**src/rtl/lhp_pkg.sv**
```systemverilog
// Shared types and constants for the luminance histogram with peak tracking.
// Used by every module of the block; depends on nothing else.
package lhp_pkg;

   // Histogram geometry and count range.
   localparam int NUM_BINS    = 256;
   localparam int BIN_W       = 8;
   localparam int CNT_W       = 23;
   localparam int COUNT_LIMIT = 4194304;

   // Luminance weights 0.289, 0.5556 and 0.112 in 16-bit fixed point.
   localparam int SUM_W     = 24;
   localparam int LUM_SHIFT = 16;
   localparam logic [SUM_W-1:0] W_RED   = SUM_W'(18940);
   localparam logic [SUM_W-1:0] W_GREEN = SUM_W'(36411);
   localparam logic [SUM_W-1:0] W_BLUE  = SUM_W'(7340);

   // Command queue between the front and the back.
   localparam int QUEUE_DEPTH = 2;
   localparam int QUEUE_PTR_W = 1;
   localparam int QUEUE_CNT_W = 2;

   // Operation codes.
   localparam logic [1:0] OP_ACCUM = 2'd0;
   localparam logic [1:0] OP_READ  = 2'd1;
   localparam logic [1:0] OP_CLEAR = 2'd2;

   typedef struct packed {
      logic [1:0]       op;
      logic [7:0]       red;
      logic [7:0]       green;
      logic [7:0]       blue;
      logic [BIN_W-1:0] bin_index;
   } req_type;

   typedef struct packed {
      logic [BIN_W-1:0] bin_number;
      logic [CNT_W-1:0] bin_count;
      logic [CNT_W-1:0] peak_count;
   } rsp_type;

   // One classified command as the back executes it.
   typedef struct packed {
      logic [1:0]       op;
      logic [BIN_W-1:0] bin;
   } cmd_type;

endpackage

```
**src/rtl/lhp_fifo.sv**
```systemverilog
// Short command queue between the front and the back of the histogram.
// Depends on lhp_pkg for the command type and the depth.
module lhp_fifo (
   input  logic             clock,
   input  logic             reset,
   input  logic             push_valid,
   output logic             push_ready,
   input  lhp_pkg::cmd_type push_data,
   output logic             pop_valid,
   input  logic             pop_ready,
   output lhp_pkg::cmd_type pop_data
);

   lhp_pkg::cmd_type                entry_ff [lhp_pkg::QUEUE_DEPTH];
   logic [lhp_pkg::QUEUE_PTR_W-1:0] wr_ptr_ff, wr_ptr_in;
   logic [lhp_pkg::QUEUE_PTR_W-1:0] rd_ptr_ff, rd_ptr_in;
   logic [lhp_pkg::QUEUE_CNT_W-1:0] count_ff, count_in;
   logic                            push, pop;

   assign push_ready = count_ff != lhp_pkg::QUEUE_CNT_W'(lhp_pkg::QUEUE_DEPTH);
   assign pop_valid  = count_ff != '0;
   assign push       = push_valid && push_ready;
   assign pop        = pop_valid && pop_ready;
   assign pop_data   = entry_ff[rd_ptr_ff];

   // Pointers wrap naturally because the depth is a power of two.
   always_comb begin
      wr_ptr_in = push ? wr_ptr_ff + 1'b1 : wr_ptr_ff;
      rd_ptr_in = pop ? rd_ptr_ff + 1'b1 : rd_ptr_ff;
      count_in  = count_ff;
      if (push && !pop) begin
         count_in = count_ff + 1'b1;
      end else if (pop && !push) begin
         count_in = count_ff - 1'b1;
      end
   end

   always_ff @(posedge clock) begin
      if (reset) begin
         wr_ptr_ff <= '0;
         rd_ptr_ff <= '0;
         count_ff  <= '0;
      end else begin
         wr_ptr_ff <= wr_ptr_in;
         rd_ptr_ff <= rd_ptr_in;
         count_ff  <= count_in;
      end
   end

   always_ff @(posedge clock) begin
      if (push) begin
         entry_ff[wr_ptr_ff] <= push_data;
      end
   end

endmodule

```
**config.mk**
```make
export PLATFORM = sky130hd
export DESIGN_NAME = lhp_fifo
export DESIGN_NICKNAME = d
export VERILOG_FILES = /design/src/rtl/lhp_pkg.sv /design/src/rtl/lhp_fifo.sv
export SDC_FILE = /design/constraint.sdc
export NUM_CORES = 1
export LEC_CHECK = 0
export BUFFER_PORTS_ARGS = -buffer_cell sky130_fd_sc_hd__buf_4
export CORE_ASPECT_RATIO = 1.75
export CORE_MARGIN = 5
export CORE_UTILIZATION = 35
export DETAILED_ROUTE_END_ITERATION = 6
export GPL_TIMING_DRIVEN = 0
export RECOVER_POWER = 25
export SETUP_SLACK_MARGIN = 0.5
export SYNTH_ARGS = -nofsm -noshare
export SYNTH_HDL_FRONTEND = slang
export SYNTH_SLANG_ARGS = --single-unit
```
**constraint.sdc**
```tcl
create_clock -name clock -period 2.1 [get_ports clock]
set_input_delay 0.105 -clock clock [delete_from_list [all_inputs] [get_ports clock]]
set_output_delay 0.105 -clock clock [all_outputs]
set_load 0.005 [all_outputs]
```
# == Word-level counts from Yosys, hierarchy flattened ==
# Memory sizes are Yosys's and may differ from the RTL's. A register that Yosys moved wholly into a read port is not among the register bits.
# Cells that the tools add are included.
# word_totals
reg_bits,4
ramBits,20
input_bits,14
output_inout_bits,12
wordCells,23
mem_count,1
# memory_table
memory,words,width,rd,rd_clocked_by_memory_dff,write_ports,line,source
entry_ff,2,10,1,1,1,lhp_fifo.sv:14,lhp_pkg::cmd_type entry_ff [lhp_pkg::QUEUE_DEPTH];
# op_classes
add_sub_neg,4
n_eq_ne,1
n_mux,6
reduce_logical,8
# op_table
op,count
logical AND 1 bit,4
2-to-1 mux 1 bit,4
2-to-1 mux 2 bit,2
nonzero test 2 bit,2
"adder 1 bit, second input constant",2
"adder 2 x 1 -> 2 bit, second input constant",1
zero test 1 bit,2
"!= test 2 bit, second input constant",1
"subtractor 2 x 1 -> 2 bit, second input constant",1

# == Logic depth before layout (Yosys ltp) ==
# Gate-level depths: netlist (run 1).
# depth
word_depth,6
ltp_mapped,6
depth_no_buf,6

# == Worst setup path before layout (run 1) ==
# Ideal clock, no wire load.
# synth_timing
path_type,reg2reg
start,reg count_ff[0] in the netlist's numbering
end,reg count_ff[1] in the netlist's numbering
arrival_time_ns,1.470
required_ns,2.030
path_slack_ns,0.560
stages_incl_launch_ff,6
path_buffers,0
synth_period_minus_slack_ns,1.540
path_cell_list,dfxtp_1 > nand2b_1 > and2_1 > ha_1 > or3_1 > a21oi_1
# synth_between
elab_chain_cells,5
word_cells_on_any_way,13
classes_between,add/sub: 2; eq/ne: 1; mux: 2; reduce/logical: 8
# synth_lines
element,line,source
start: declaration,lhp_fifo.sv:17,"logic [lhp_pkg::QUEUE_CNT_W-1:0] count_ff, count_in;"
start signal: assignment,lhp_fifo.sv:46,count_ff <= count_in;
!= test 2 bit *,lhp_fifo.sv:20,assign push_ready = count_ff != lhp_pkg::QUEUE_CNT_W'(lhp_pkg::QUEUE_DEPTH);
net push_ready,lhp_fifo.sv:7,"output logic push_ready,"
logical AND 1 bit *,lhp_fifo.sv:22,assign push = push_valid && push_ready;
net push,lhp_fifo.sv:18,"logic push, pop;"
zero test 1 bit,lhp_fifo.sv:33,end else if (pop && !push) begin
logical AND 1 bit,lhp_fifo.sv:33,
nonzero test 2 bit (no line),n/a,
# The timed path passes the listed nets; every way through them passes the cells marked *. The select of a mux whose other input is x is not followed.
# A chain may end at the register's enable or synchronous reset.

# == Final worst setup path (run 1) ==
# layout_timing
start,reg count_ff[0] in the netlist's numbering
end,reg count_ff[1] in the netlist's numbering
# layout_between
elab_chain_cells,5
word_cells_on_any_way,13
classes_between,add/sub: 2; eq/ne: 1; mux: 2; reduce/logical: 8
# layout_lines
element,line
!= test 2 bit *,lhp_fifo.sv:20
logical AND 1 bit *,lhp_fifo.sv:22
net push,lhp_fifo.sv:18
zero test 1 bit,lhp_fifo.sv:33
logical AND 1 bit,lhp_fifo.sv:33
nonzero test 2 bit (no line),n/a
# Marks and branches as above.

==> impl_metrics.ini, run 1 <==
[sta]
fmax_ghz = 0.665
hold_violations = 0
setup-tns-final_ns = 0
setup_violations = 0
tightestPinTransition_ns = 0.478
drv_slew = 0
period_share_pct = 71.6
slew_headroom_pct = 68.1
finalWorstSetupSlack_ns = 0.596
rsz0062_at_grt = no
skew_ns = 0.00265
hold_slack_ns = 0.0316
post-route-min-period_ns = 1.50

[global_route]
grt_start_max_net_pins = 14
grt_usage_pct = 8.53
grt_overflow = 0
grt_pass1_wl_mm = 2.57
grt_pass1_vias = 612
antenna_found_initial = 0

[setup_path]
crit_arrival_ns = 1.69
crit_type = reg -> reg
crit_path_end_kind = register
worstPathMaxFanout = 5
cp.required_ns = 2.29
start_kind = register

[drt]
vias = 533
drtAntennaViolNets = 0
drtPass1Iterations = 2
drtIter0Drc = 11
drt-total-wl_mm = 1.55
via_per_inst = 4.80
wl_per_cell_um = 14.0
route.detailed.drc = 0

[synth]
syn-instance-count = 55
syn_area_per_cell_um2 = 17.1
yosysUniqueCellTypes = 17
synth_area_um2 = 941
yosys_warnings = 0
ys_seq_area_share_pct = 74.5
ys_ff_latch = 25
synth_fp_nets = 70

[die]
die_x_um = 49.2
dieArea_um2 = 3870
core_area_um2 = 2660
ios = 26
num_rows = 25
die_h_um = 78.6
initial_core_util_pct = 35.4

[place]
port-buffer-count = 25
dp_worst_setup_slack_ns = 0.487
placedCellCount = 107
gp_congestion = 0.595
dpl.hpwl_mm = 1.17
placed_area_um2 = 1160

[status]
status = completed

[layout]
drive_above_1_share_pct = 53.6
final_cell_mix = edfxtp_1 (20), buf_4 (17), mux2_2 (10)
fin_cells = 111
n_antenna_cell = 0
final_common_cell = edfxtp_1
nets = 100
area_growth_pct = 30.7
design_area_um2 = 1230

[power]
vdd_ir_drop_max_uv = 576
leakagePower_nw = 0.477
power_density_nw_per_um2 = 1120

[flow_run]
drv_cap = 0

[cts]
clk_latency_ns = 0.26
htreeDepth = 1
cts_tree = done
postCtsSetupBuffers = 0
clk_path_buf_depth = 2
path_clk_slew_ns = 0.08
cts_sinks = 25
cts_buffers = 3
cts_root_buffer = clkbuf_8

[min_path]
min-delay-path-class = in -> reg
==> critical path, stage by stage (launching register included) <==
cell and delay [ns]:
dfxtp_2 0.35, nand2b_4 0.16, and2_1 0.18, ha_4 0.16, xor2_1 0.14, or3_1 0.30
a21oi_1 0.14
==> layer usage <==
metal  vias to the layer above  global-route usage [%]  part of all wire [%]
li1                        264                       -                     -
met1                       250                    8.32                    37
met2                        17                    15.4                    54
met3                         2                    2.47                   6.8
met4                         0                    4.85                   1.2
met5                         -                       0                     0
==> layout make-up <==
type                    instances  area [um2]
plain buffers                   1        5.00
clock buffers                   4        45.0
fillers                       259        1430
inverters                       1        3.75
multi-input cells              28         251
flip-flops and latches         25         703
well taps                      27        33.8
repair buffers                 25         188
==> metrics by stage <==
stage	util (%)	power (mW)
floorplan	-	0.902
global placement	43.7	1.08
detailed placement	43.7	1.09
CTS	45.7	1.37
global route	46.3	1.47
finish	46.3	1.37
==> Yosys cell counts <==
master	instances	area share, %
inv_1	1	0.40
nand3b_1	1	0.80
dfxtp_1	5	11
and2_1	1	0.67
or2_2	1	0.67
o21ai_0	2	1.1
nor2_1	3	1.2
a21bo_2	1	1.1
or3_1	1	0.67
buf_2	1	0.53
a21oi_1	2	1.1
edfxtp_1	20	64
and3_1	1	0.67
mux2_2	10	12
ha_1	1	1.3
xor2_1	3	2.8
nand2b_1	1	0.67
==> sequential cells by signal, summed over array words and instances, names as in the netlist, named ones only <==
register and count:
entry_ff 20, count_ff 2, rd_ptr_ff 1, wr_ptr_ff 1
==> cells by family (layout without fill, tap and decap cells) <==
| kind of cell | count (synthesis) | count (layout) | synth area share [%] |
|---|---|---|---|
| mux | 10 | 10 | 12.0 |
| fa+ha+maj | 1 | 1 | 1.33 |
| compound gates | 5 | 5 | 3.19 |
| xor+xnor | 3 | 3 | 2.79 |
| buf+inv | 2 | 31 | 0.930 |
| simple gates | 9 | 9 | 5.32 |
| flops | 25 | 25 | 74.5 |
==> power breakdown <==
group,switching [mW],leakage (nW),internal [mW]
combinational,0.180,0.225,0.255
sequential,0.0404,0.229,0.630
clock,0.130,0.0228,0.135
==> final timing paths <==
path	to	start	cells after the start	slack, ns
setup / recovery	count_ff[1]	count_ff[0]	6	0.60
hold / removal	entry_ff[1][2]	push_data[2]	1	0.03
setup reg to reg	count_ff[1]	count_ff[0]	6	0.60
hold reg to reg	rd_ptr_ff	rd_ptr_ff	2	0.51
==> repair_timing <==
item,CTS,global route
resized for setup,1,4
setup endpoints to repair,1,1
hold buffers,0,0
hold endpoints to repair,0,0
(Power assumes the default switching activity.)
==> run 2, diff against run 1 <==
--- a/config.mk
+++ b/config.mk
@@ -5,6 +5,7 @@
 export SDC_FILE = /design/constraint.sdc
 export NUM_CORES = 1
 export LEC_CHECK = 0
+export ABC_AREA = 1
 export BUFFER_PORTS_ARGS = -buffer_cell sky130_fd_sc_hd__buf_4
 export CORE_ASPECT_RATIO = 1.75
 export CORE_MARGIN = 5
==> constraint.sdc (replaced) <==
create_clock -name clock -period 1.5 [get_ports clock]
set_input_delay 0.075 -clock clock [delete_from_list [all_inputs] [get_ports clock]]
set_output_delay 0.075 -clock clock [all_outputs]
set_load 0.005 [all_outputs]
==> impl_metrics.ini, run 2 <==
[layout]
largestRegisters = entry_ff (20), count_ff (2)
n_antenna_cell = 0
seqCellArea_um2 = 709
nets = 138
design_area_um2 = 1700
final_common_cell = buf_6
final_cell_mix = buf_6 (21), edfxtp_1 (20), mux2_4 (10), dlygate4sd3_1 (10), buf_4 (10)
area_growth_pct = 67.2
fin_cells = 150
largest_register = entry_ff
largest_reg_flops = 20
drive_above_1_share_pct = 59.0
num-fill-cells = 240
multi_input_area_um2 = 332
fin_util_pct = 59.3

[power]
internal_power_mw = 1.86
p_clk_share_pct = 14.6
power_density_nw_per_um2 = 1550
swShare_pct = 29.4
p_sw_mw = 0.774
p_seq_share_pct = 36.9
vdd_ir_drop_max_uv = 1060
comb_power_share_pct = 48.5
totalPowerFinal_mw = 2.63
leakagePower_nw = 0.708

[drt]
via_per_inst = 4.65
drtAntennaViolNets = 0
drt-total-wl_mm = 2.11
wl_per_cell_um = 14.0
drtIter0Drc = 25
vias = 697
highest_layer = met4
met1_length_um = 703
route.detailed.drc = 0
dr_wl_met2_mm = 1.21
wl_met3_um = 149
drtPass1Iterations = 4

[setup_path]
worstPathMaxFanout = 5
worstPathCellList = buf_6 > mux2_4 > buf_6
cp.required_ns = 1.42
cp_slowest_cell = dfxtp_2
cpMostUsedCell = buf_6
crit_path_end_kind = output port
rr_worst_depth = 10
timing.rr.start = count_ff[0]
critPathBufInv = 2
crit_family = flip-flops
crit_arrival_ns = 1.19
worst-r2r-setup-slack_ns = 0.25
start_kind = register
slowest_delay_ns = 0.36
r2r-end = count_ff[1]
crit_type = reg -> out

[place]
dpl.hpwl_mm = 1.24
gp_congestion = 0.655
dp_worst_setup_slack_ns = 0.142
placedCellCount = 121
port-buffer-count = 25
placed_area_um2 = 1280

[die]
initial_core_util_pct = 35.4
num_rows = 26
die_x_um = 50.7
ios = 26
core_area_um2 = 2860
die_h_um = 81.2
dieArea_um2 = 4120

[cts]
cts_buffers = 3
path_clk_slew_ns = 0.08
clk_latency_ns = 0.26
cts_tree = done
cts_root_buffer = clkbuf_8
cts_sinks = 25
htreeDepth = 1
clk_path_buf_depth = 2

[synth]
synth-adder-area-share_pct = 1.23
ys_ff_latch = 25
synth.area.top_cells = edfxtp_1 (59%), mux2_4 (15%), dfxtp_1 (9.9%), nor2_1 (2.6%), inv_1 (2.2%)
synth_async_sr_flop_share_pct = 0
synth_fp_nets = 83
syn_area_per_cell_um2 = 14.9
yosysUniqueCellTypes = 16
synth_ff_type = edfxtp_1
muxShareOfSynthArea_pct = 14.8
synth.most_common_cell = edfxtp_1
synth_xor_area_share_pct = 0
synth-edff-count = 20
synth_area_um2 = 1010
synth_top_family_by_area = multiplexers
synth_top_area_share_pct = 59.2
synth_commonest_cells = edfxtp_1 (20), mux2_4 (10), nor2_1 (7)
synth_top_cell_by_area = edfxtp_1
syn-instance-count = 68
yosys_warnings = 0
ys_seq_area_share_pct = 69.1
synth-simple-area-share_pct = 8.75
synth_compound_area_share_pct = 1.97

[sta]
post-route-min-period_ns = 1.26
setup-tns-final_ns = 0
fmax_ghz = 0.793
finalWorstSetupSlack_ns = 0.239
hold_slack_ns = 0.102
setup_violations = 0
skew_ns = 0.00175
hold_violations = 0
tightestPinTransition_ns = 0.168
slew_headroom_pct = 88.8
drv_slew = 0
period_share_pct = 84.1
rsz0062_at_grt = yes

[global_route]
grt_pass1_wl_mm = 3.59
grt_start_max_net_pins = 15
grt_overflow = 0
grt_pass1_vias = 783
antenna_found_initial = 0
grt_usage_pct = 11.5

[status]
status = completed

[min_path]
hold_depth = 3
min-delay-path-class = in -> reg
min_from = pop_ready
hold_end = rd_ptr_ff

[flow_run]
drv_cap = 0
run 2: cell count changes after synthesis, moves of 2 or more:
cell,previous run,this run
xor2_1,3,0
mux2_2,10,0
inv_1,1,6
nor2_1,3,7
nand3_1,0,2
mux2_4,0,10
nand2_2,0,2
nand2_1,0,6
run 2: cells by family after synthesis:
kind of cell	count (synthesis)
AOI/OAI and AO/OA	4
adders and majority gates	1
buffers and inverters	9
DFF	25
muxes	10
and+or+nand+nor	19
run 2: worst max-delay path by stage:
stage	to	slack (ns)	depth (start not counted)
global placement	entry_ff[1][8]	0.17	4
global route	count_ff[1]	0.18	10
detailed placement	entry_ff[1][8]	0.14	4
CTS	pop_data[0]	0.24	3
finish	pop_data[0]	0.24	3
floorplan	entry_ff[1][0]	0.33	4
run 2: final cells by class:
class                   instances  share of cell area, %
multi-input cells              34                   19.5
flip-flops and latches         25                   41.8
inverters                       8                   2.51
clock inverters                 1                  0.295
well taps                      28                   2.06
plain buffers                   1                  0.664
clock buffers                   3                   2.43
repair buffers                 50                   30.7
run 2: repair_timing:
action	CTS	global route
cloned	2	0
endpoints found under the setup margin	33	36
hold endpoints to repair	20	0
pin swaps	10	3
resized for setup	25	10
buffers inserted	9	4
hold buffers	10	0
run 2: power groups by stage:
stage	clock network, mW	registers, mW	logic [mW]
final	0.385	0.970	1.27
after floorplan	0	0.950	0.495
after global placement	0	0.954	0.737
after detailed placement	0	0.960	0.761
after global routing	0.424	0.989	1.38
after CTS	0.394	0.960	1.13
run 2: worst reg2reg max path, delay by kind of cell (launching register included):
kind	cells	cell delay [ns]
simple gates	5	0.26
fa+ha+maj	1	0.29
buf+inv	4	0.23
flops	1	0.36
run 2: layer usage:
metal	GRT usage, %	up-vias
li1	-	344
met1	10.9	325
met2	22.3	23
met3	2.57	5
met4	5.37	0
met5	0	-
