<file path="config.mk">
export PLATFORM = sky130hd
export DESIGN_NAME = lhp_front
export DESIGN_NICKNAME = d
export VERILOG_FILES = /design/src/rtl/lhp_pkg.sv /design/src/rtl/lhp_front.sv
export SDC_FILE = /design/constraint.sdc
export NUM_CORES = 1
export LEC_CHECK = 0
export BUFFER_PORTS_ARGS = -buffer_cell sky130_fd_sc_hd__buf_2
export CAP_MARGIN = 20
export CORE_ASPECT_RATIO = 1.5
export CORE_UTILIZATION = 65
export CTS_BUF_LIST = sky130_fd_sc_hd__clkbuf_4 sky130_fd_sc_hd__clkbuf_8
export DETAILED_ROUTE_END_ITERATION = 10
export MAX_ROUTING_LAYER = met4
export PLACE_DENSITY = 0.81
export SYNTH_ARGS = -nofsm -noshare
export SYNTH_HDL_FRONTEND = slang
export SYNTH_SLANG_ARGS = --single-unit
</file>
<file path="constraint.sdc">
create_clock -name clock -period 6.4 [get_ports clock]
set_clock_uncertainty 0.05 [all_clocks]
set_input_delay 0.96 -clock clock [delete_from_list [all_inputs] [get_ports clock]]
set_output_delay 0.96 -clock clock [all_outputs]
set_load 0.005 [all_outputs]
</file>
<file path="src/rtl/lhp_pkg.sv">
// Shared types and constants for the luminance histogram with peak tracking.
// Used by every module of the block; depends on nothing else.
package lhp_pkg;

   // Histogram geometry and count range.
   localparam int NUM_BINS    = 256;
   localparam int BIN_W       = 8;
   localparam int CNT_W       = 23;
   localparam int COUNT_LIMIT = 4194304;

   // Luminance weights 0.289, 0.5556 and 0.112 in 16-bit fixed point.
   localparam int SUM_W     = 24;
   localparam int LUM_SHIFT = 16;
   localparam logic [SUM_W-1:0] W_RED   = SUM_W'(18940);
   localparam logic [SUM_W-1:0] W_GREEN = SUM_W'(36411);
   localparam logic [SUM_W-1:0] W_BLUE  = SUM_W'(7340);

   // Command queue between the front and the back.
   localparam int QUEUE_DEPTH = 2;
   localparam int QUEUE_PTR_W = 1;
   localparam int QUEUE_CNT_W = 2;

   // Operation codes.
   localparam logic [1:0] OP_ACCUM = 2'd0;
   localparam logic [1:0] OP_READ  = 2'd1;
   localparam logic [1:0] OP_CLEAR = 2'd2;

   typedef struct packed {
      logic [1:0]       op;
      logic [7:0]       red;
      logic [7:0]       green;
      logic [7:0]       blue;
      logic [BIN_W-1:0] bin_index;
   } req_type;

   typedef struct packed {
      logic [BIN_W-1:0] bin_number;
      logic [CNT_W-1:0] bin_count;
      logic [CNT_W-1:0] peak_count;
   } rsp_type;

   // One classified command as the back executes it.
   typedef struct packed {
      logic [1:0]       op;
      logic [BIN_W-1:0] bin;
   } cmd_type;

endpackage

</file>
<file path="src/rtl/lhp_front.sv">
// Front end: accepts request beats, computes the pixel luminance and turns each
// beat into a command for the back. Depends on lhp_pkg.
module lhp_front (
   input  logic             clock,
   input  logic             reset,
   input  logic             req_valid,
   output logic             req_ready,
   input  lhp_pkg::req_type req_data,
   output logic             cmd_valid,
   input  logic             cmd_ready,
   output lhp_pkg::cmd_type cmd_data
);

   logic                       stage_valid_ff, stage_valid_in;
   logic [1:0]                 op_ff;
   logic [lhp_pkg::BIN_W-1:0]  bin_index_ff;
   logic [lhp_pkg::SUM_W-1:0]  prod_r_ff, prod_g_ff, prod_b_ff;
   logic [lhp_pkg::SUM_W-1:0]  luma_sum;
   logic                       accept;

   // The stage takes a new beat when empty or when its command moves on.
   assign req_ready = !stage_valid_ff || cmd_ready;
   assign accept    = req_valid && req_ready;

   always_comb begin
      if (accept) begin
         stage_valid_in = 1'b1;
      end else if (cmd_ready) begin
         stage_valid_in = 1'b0;
      end else begin
         stage_valid_in = stage_valid_ff;
      end
   end

   always_ff @(posedge clock) begin
      if (reset) begin
         stage_valid_ff <= 1'b0;
      end else begin
         stage_valid_ff <= stage_valid_in;
      end
   end

   // Weighted color products are registered before the sum.
   always_ff @(posedge clock) begin
      if (accept) begin
         op_ff        <= req_data.op;
         bin_index_ff <= req_data.bin_index;
         prod_r_ff    <= lhp_pkg::SUM_W'(req_data.red) * lhp_pkg::W_RED;
         prod_g_ff    <= lhp_pkg::SUM_W'(req_data.green) * lhp_pkg::W_GREEN;
         prod_b_ff    <= lhp_pkg::SUM_W'(req_data.blue) * lhp_pkg::W_BLUE;
      end
   end

   // The sum never exceeds 24 bits, so the bin is the byte above the fraction.
   assign luma_sum = prod_r_ff + prod_g_ff + prod_b_ff;

   assign cmd_valid   = stage_valid_ff;
   assign cmd_data.op = op_ff;
   assign cmd_data.bin = (op_ff == lhp_pkg::OP_ACCUM)
                         ? luma_sum[lhp_pkg::LUM_SHIFT +: lhp_pkg::BIN_W]
                         : bin_index_ff;

endmodule

</file>
# Yosys cells after proc, flatten, opt, wreduce, memory -nomap -nowiden
# Cells that the tools add are included.
# op_classes
mux	3
n_reduce_logical	5
addsub	2
multipliers	3
# ops
operator	n
23-bit by 24-bit adder with 24-bit output	1
24-bit by 21-bit adder with 24-bit output	1
8-bit by 16-bit multiplier with 24-bit output, second input constant	1
8-bit by 13-bit multiplier with 21-bit output, second input constant	1
8-bit by 11-bit multiplier with 19-bit output, second input constant	1
8-bit two-way mux	1
2-bit logical NOT	1
1-bit two-way mux	2
2-bit nonzero test	1
1-bit logical AND	1
1-bit logical NOT	1
1-bit logical OR	1
# word_totals
input_bits	38
register_bits	75

# Logic depth before layout (Yosys ltp)
# Gate-level depths: netlist (run 1).
# depth
depth_word	4
ltp_mapped	17
ltp_nobuf	16

# Least setup slack after synthesis (run 1)
# OpenSTA, ideal clock, no wires.
# synth_path
path_kind	input to register
startpoint	input req_data[21] in the netlist's numbering
endpoint	register prod_g_ff[22] in the netlist's numbering, data pin
slack_ns	1.414
t_arrival_ns	4.678
setup_time_ns	0.258
required_time_ns	6.092
stages	14
path_cell_list	fa_1 fa_1 fa_1 inv_1 fa_1 inv_1 ha_1 a21o_1 a211o_1 and3_1 a211o_1 a21o_1 a21oi_2 xnor2_1
# synth_between
elab_chain_len	1
# synth_rtl
element	line_no	text
start: declaration	lhp_front.sv:8	input lhp_pkg::req_type req_data,
8-bit by 16-bit multiplier with 24-bit output	lhp_front.sv:49	prod_g_ff <= lhp_pkg::SUM_W'(req_data.green) * lhp_pkg::W_GREEN;
end signal: assignment	lhp_front.sv:49	
end: declaration	lhp_front.sv:17	logic [lhp_pkg::SUM_W-1:0] prod_r_ff, prod_g_ff, prod_b_ff;
# No other way between the ends.
# A chain may end at the register's enable or synchronous reset.

# Worst setup path after layout (run 1)
# layout_path
startpoint	input req_data[22] in the netlist's numbering
endpoint	register prod_g_ff[22] in the netlist's numbering, data pin
# Same word-level chain as after synthesis.

==> run_results.csv, run 1 <==
group,metric,value,unit
run_status,status,"finished with violations",
run_status,violations,"DRC",
die,ios,50,
critical_path,end_kind,"flop",
synth,synthCells,846,
global_route,antenna_found_initial,0,
synth,ys_seq_elements,73,
power_and_ir_drop,combPwrFrac,0.719,
place,port_buffers,49,
layout,area_delta_synth_final,6.691,%
route,drt_wl_total,17460,um
timing,fmax,199.4,MHz
timing,rsz0062_at_grt,"false",
power_and_ir_drop,ir_drop,0.2207,mV
cts,cts_hold_buf,0,
power_and_ir_drop,switchingPower,2.013,mW
synth,yosys.area.top_type,"ha_1",
route,drt_iter0_drc,216,
global_route,overflow,0,
timing,finalSetupTns,0,ns
timing,hold_viol_final,0,
die,die_y,146.2,um
layout,fillCellCount,1022,
run,drv_cap,0,
worst_hold_path,hold_start,"cmd_valid",
synth,synth-seq-area-share,0.2421,
route,num_vias,6185,
synth,synth_cell_types,58,
place,gp_congestion,0.8619,
place,dp_hpwl,14920,um
synth,synth-warning-count,0,
worst_hold_path,min_path_cells,2,
layout,diodes,0,
critical_path,crit_fanout,6,
global_route,grt_pass1_vias,6620,
critical_path,timing.rr.start,"cmd_valid",
synth,syn_area,0.009014,sq mm
critical_path,critPathRequiredTime,6.46,ns
timing,slew_violations,0,
critical_path,critPathArrivalTime,5.07,ns
route,final_antenna_net_count,0,
power_and_ir_drop,p_clk_frac,0.072,
route,drc,3,
critical_path,r2r_cells,3,
power_and_ir_drop,powerDensity,450.8,mW/mm^2
power_and_ir_drop,seqPwrFrac,0.209,
global_route,grt_pass1_wl,29170,um
power_and_ir_drop,power,4.336,mW
die,initial_core_util,0.6661,
route,drt_pre_antenna_iters,7,
synth,synth_ff_type,"edfxtp_1",
synth,yosys-top-cells-area,"ha_1, edfxtp_1, fa_1, inv_1, xnor2_1",
synth,syn-mean-instance-area,10.65,sq um
timing,setup_violations,0,
critical_path,start_kind,"primary input",
timing,min_period,5.016,ns
die,die-width,98.15,um
critical_path,worstReg2RegEnd,"prod_g_ff[2]",
timing,worst_pin_slew,0.8969,ns
power_and_ir_drop,p_int,2.323,mW
synth,netlist.area_leader.share,0.2554,
cts,clk_latency,0.36,ns
layout,final_util,0.7106,
cts,cts_buffer_depth,2,
layout,drive_gt1_frac,0.08389,
route,viasPerCell,5.791,
cts,post_cts_buffers,0,
worst_hold_path,hp-class,"flop to flop",
layout,final_cell_area,0.009617,sq mm
timing,slew_headroom,0.4020,
power_and_ir_drop,leakage,4.825,nW
worst_hold_path,hold_end,"cmd_valid",
cts,path_clk_slew,0.08,ns
cts,cts_tree,"yes",
cts,cts.sinks,73,
die,dieArea,0.01435,sq mm
layout,nets,1212,
global_route,grt_usage,0.2679,
cts,postCtsResizedCells,0,
critical_path,critPathKind,"primary input to flop",
cts,cts_buffers,9,
die,core_area,0.01353,sq mm
place,post-place-ws,1.015,ns
power_and_ir_drop,swShare,0.4643,
cts,cts_root_buf,"clkbuf_8",
route,wl_per_cell,16.35,um
critical_path,r2r_slack,4.70,ns
timing,period_share,0.7837,
global_route,grt_max_degree,73,
place,post_dp_cell_area,0.009452,sq mm
synth,ys_async_sr_fraction,0,
cts,cts_max_level,3,
synth,synth_nets,1156,
synth,synth_edf_count,72,
timing,setup_slack,1.384,ns
die,row_count,52,
critical_path,startpoint,"req_data[22]",
## Yosys cell counts (5+ instances only)
library cell    n
xnor2_1        32
edfxtp_1       72
o21bai_1        5
and3_1         10
o21ai_0        11
nand4_1         6
a21o_1         29
nor2b_1         9
and2_1          5
nand2b_1        6
inv_1         155
xor2_1         14
ha_1          184
a21oi_1        42
a31oi_1         6
o21ai_1        19
nor2_1         31
o21a_1          7
nor3_1          8
fa_1           88
nand2_1        25
o211ai_1        6
a211oi_1        7
nand3_1        12
## cells by family (layout without fill, tap and decap cells)
family	after synthesis	count (layout)	share of synthesized area
mux	1	1	0.001111
flops	73	73	0.2421
xor+xnor	46	46	0.04470
fa+ha+maj	272	272	0.4509
buf+inv	162	222	0.06760
simple gates	123	123	0.06760
compound gates	169	169	0.1260
## sequential cells by signal, indices dropped and copies added (netlist names)
signal / count
bin_index_ff: 8
cmd_valid: 1
op_ff: 2
prod_b_ff: 19
prod_g_ff: 22
prod_r_ff: 21
## through the flow
step,hold slack [ns],cells
after global routing,0.5103,1068
after global placement,0.4467,1053
after detailed placement,0.4538,1053
after CTS,0.4668,1068
after floorplan,0.4725,846
final,0.4639,1068
## worst max-delay path, cell delays in order
cell and delay [ns]:
buf_2 0.14, inv_1 0.05, ha_1 0.33, inv_1 0.07, fa_1 0.52, fa_1 0.55, inv_1 0.05, fa_1 0.49
inv_1 0.04, ha_1 0.36, a21o_1 0.21, a211o_1 0.31, and3_1 0.19, a211o_1 0.34, a21o_1 0.20, a21oi_2 0.16
xnor2_1 0.09
## worst max-delay path by stage
stage / end / slack, ns
3_3_place_gp: prod_g_ff[22] / 1.12
3_5_place_dp: prod_g_ff[22] / 1.01
4_1_cts: prod_g_ff[22] / 1.39
5_1_grt: prod_g_ff[22] / 1.20
2_1_floorplan: prod_g_ff[22] / 1.41
6_report: prod_g_ff[22] / 1.38
## power groups by stage
| stage | clock network [mW] | logic (mW) | registers [mW] |
|---|---|---|---|
| global route | 0.332 | 3.53 | 0.925 |
| global placement | 0 | 3.00 | 0.914 |
| finish | 0.311 | 3.12 | 0.906 |
| floorplan | 0 | 2.39 | 0.884 |
| CTS | 0.313 | 3.13 | 0.912 |
| detailed placement | 0 | 3.10 | 0.917 |
## placed cells by master (no fill, tap or decap), types with 7 or more instances in the layout
cell type,instances
fa_1,88
o21a_1,7
clkbuf_8,9
edfxtp_1,72
o21ai_0,11
nor2_1,31
and3_1,10
a21oi_1,42
a211oi_1,7
nor3_1,8
xnor2_1,32
nand2_1,25
nand3_1,12
a21o_1,29
nor2b_1,9
inv_1,155
o21ai_1,19
ha_1,184
buf_2,49
xor2_1,14
## area by class of cell
type,instances,area [sq um],share of cell area
flip-flops and latches,73,2182,0.2269
repair buffers,50,252.7,0.02628
multi-input cells,611,6223,0.6472
clock buffers,10,131.4,0.01366
inverters,157,590.6,0.06141
well taps,162,202.7,0.02108
clock inverters,5,33.78,0.003513
## metal layers
| layer | vias to the layer above | GRT usage | share of wire |
|---|---|---|---|
| li1 | 3049 | - | - |
| met1 | 3015 | 0.2659 | 0.37 |
| met5 | - | - | 0 |
| met3 | 28 | 0.02872 | 0.023 |
| met2 | 93 | 0.5320 | 0.58 |
| met4 | 0 | 0.08582 | 0.024 |
No activity file was read; power rests on OpenSTA's default activity.
==> inputs of run 2 (changes only) <==
==> constraint.sdc (replaced) <==
create_clock -name clock -period 5 [get_ports clock]
set_clock_uncertainty 0.05 [all_clocks]
set_input_delay 0.75 -clock clock [delete_from_list [all_inputs] [get_ports clock]]
set_output_delay 0.75 -clock clock [all_outputs]
set_load 0.005 [all_outputs]
==> run 2 against run 1 <==
  * The flow still finishes with violations (DRC)
  * Worst setup slack worse by 1.0 ns
  * Combinational power grew 33%
  * Wire length is 3.5% higher
  * Non-clock buffer count grew 21
  * Utilization increased by 1.4 points
  * Hold slack worse by 0.0096 ns
  * Die area did not move
  * Critical path type unchanged
  * Largest cell class unchanged
  * Largest power group unchanged
==> run_results.csv, run 2 (synthesis gave the netlist of run 1 again) <==
group,metric,value,unit
critical_path,critPathRequiredTime,5.07,ns
timing,period_share,0.9297,
place,post_dp_cell_area,0.009609,sq mm
critical_path,r2r_slack,3.07,ns
critical_path,timing.rr.start,"cmd_valid",
layout,largest_reg_flops,22,
critical_path,end_kind,"flop",
worst_hold_path,min_path_cells,2,
route,final_antenna_net_count,0,
layout,diodes,0,
die,initial_core_util,0.6661,
cts,cts_root_buf,"clkbuf_8",
power_and_ir_drop,leakage,4.947,nW
timing,slew_headroom,0.5601,
die,ios,50,
cts,cts.sinks,73,
run_status,status,"finished with violations",
critical_path,worstReg2RegEnd,"prod_g_ff[6]",
layout,nets,1233,
cts,cts_buffer_depth,2,
power_and_ir_drop,power,5.768,mW
power_and_ir_drop,ir_drop,0.2705,mV
layout,drive_gt1_frac,0.1056,
timing,hold_viol_final,0,
timing,worst_pin_slew,0.6598,ns
place,port_buffers,49,
layout,reg_top3,"prod_g_ff: 22 flops, prod_r_ff: 21 flops, prod_b_ff: 19 flops",
critical_path,r2r_cells,3,
critical_path,critPathKind,"primary input to flop",
run_status,violations,"DRC",
timing,slew_violations,0,
critical_path,crit_fanout,3,
global_route,antenna_found_initial,0,
route,drc,3,
route,num_vias,6334,
timing,setup_violations,0,
cts,cts_buffers,9,
cts,cts_hold_buf,0,
critical_path,critPathArrivalTime,4.72,ns
timing,min_period,4.648,ns
run,drv_cap,0,
die,row_count,52,
place,gp_congestion,0.9071,
cts,clk_latency,0.35,ns
die,core_area,0.01353,sq mm
layout,final_cell_area,0.009807,sq mm
global_route,overflow,0,
layout,layout_common_cells,"ha_1, inv_1, fa_1",
power_and_ir_drop,powerDensity,588.1,mW/mm^2
cts,post_cts_buffers,0,
worst_hold_path,hp-class,"flop to flop",
layout,regMostFlops,"prod_g_ff",
global_route,grt_pass1_vias,6758,
cts,postCtsResizedCells,0,
layout,fillCellCount,972,
layout,mostFrequentLayoutCell,"ha_1",
cts,path_clk_slew,0.08,ns
critical_path,start_kind,"primary input",
route,viasPerCell,5.811,
global_route,grt_usage,0.2817,
worst_hold_path,hold_start,"cmd_valid",
die,die_y,146.2,um
route,drt_pre_antenna_iters,8,
worst_hold_path,hold_end,"cmd_valid",
timing,fmax,215.1,MHz
route,wl_per_cell,16.58,um
timing,holdWs,0.4543,ns
global_route,grt_max_degree,54,
cts,cts_tree,"yes",
cts,cts_max_level,3,
place,dp_hpwl,15320,um
die,die-width,98.15,um
layout,area_delta_synth_final,8.801,%
route,drt_wl_total,18070,um
timing,rsz0062_at_grt,"false",
die,dieArea,0.01435,sq mm
route,drt_iter0_drc,238,
global_route,grt_pass1_wl,30620,um
==> run 2: cell types whose count changed in the layout (fill, tap and decap cells not counted), sizes merged <==
cell / delta
bufinv: +1
buf: +21
clkinvlp: -2
inv: +2
==> run 2: area by class of cell <==
cell class,instances,area (sq um),area share
Clock buffer,10,131.4,0.01340
Clock inverter,6,66.31,0.006762
Inverter,157,590.6,0.06022
Multi-Input combinational cell,611,6223,0.6346
Sequential cell,73,2182,0.2225
Tap cell,162,202.7,0.02067
Timing Repair Buffer,71,410.4,0.04185
==> run 2: power by group <==
part	internal, mW	switching, mW	leakage (nW)	total (mW)
sequential	1.04	0.122	0.704	1.16
clock	0.238	0.230	0.0944	0.468
combinational	1.85	2.29	4.15	4.14
total	3.12	2.65	4.95	5.77
==> run 2: routing by layer <==
layer / part of all wire / track usage / up-vias
li1: - / - / 3097
met1: 0.37 / 0.2800 / 3102
met2: 0.58 / 0.5592 / 101
met3: 0.020 / 0.02729 / 34
met4: 0.028 / 0.09403 / 0
met5: 0 / - / -
==> run 2: per-stage QoR <==
stage	worst slack [ns]	util	instances	TNS, ns
detailed placement	-0.03491	0.7101	1074	-0.04371
global route	0.1584	0.7247	1090	0
CTS	0.3547	0.7247	1090	0
global placement	0.02783	0.7101	1074	0
floorplan	0.2244	-	846	0
finish	0.3517	0.7247	1090	0
==> run 2: how the worst max path moves through the flow <==
stage / start / to
final: req_data[21] / prod_g_ff[22]
after global placement: req_data[21] / prod_g_ff[22]
after detailed placement: req_data[21] / prod_g_ff[22]
after floorplan: req_data[21] / prod_g_ff[22]
after CTS: req_data[21] / prod_g_ff[22]
after global routing: req_data[29] / prod_r_ff[22]
==> run 2: worst max-delay path, cell delays in order <==
cell,delay [ns]
buf_2,0.12
fa_1,0.43
fa_1,0.52
fa_1,0.55
inv_1,0.05
fa_1,0.51
inv_1,0.04
ha_1,0.32
a21o_1,0.21
a211o_1,0.30
and3_1,0.18
a211o_1,0.33
a21o_1,0.20
a21oi_2,0.14
xnor2_1,0.07
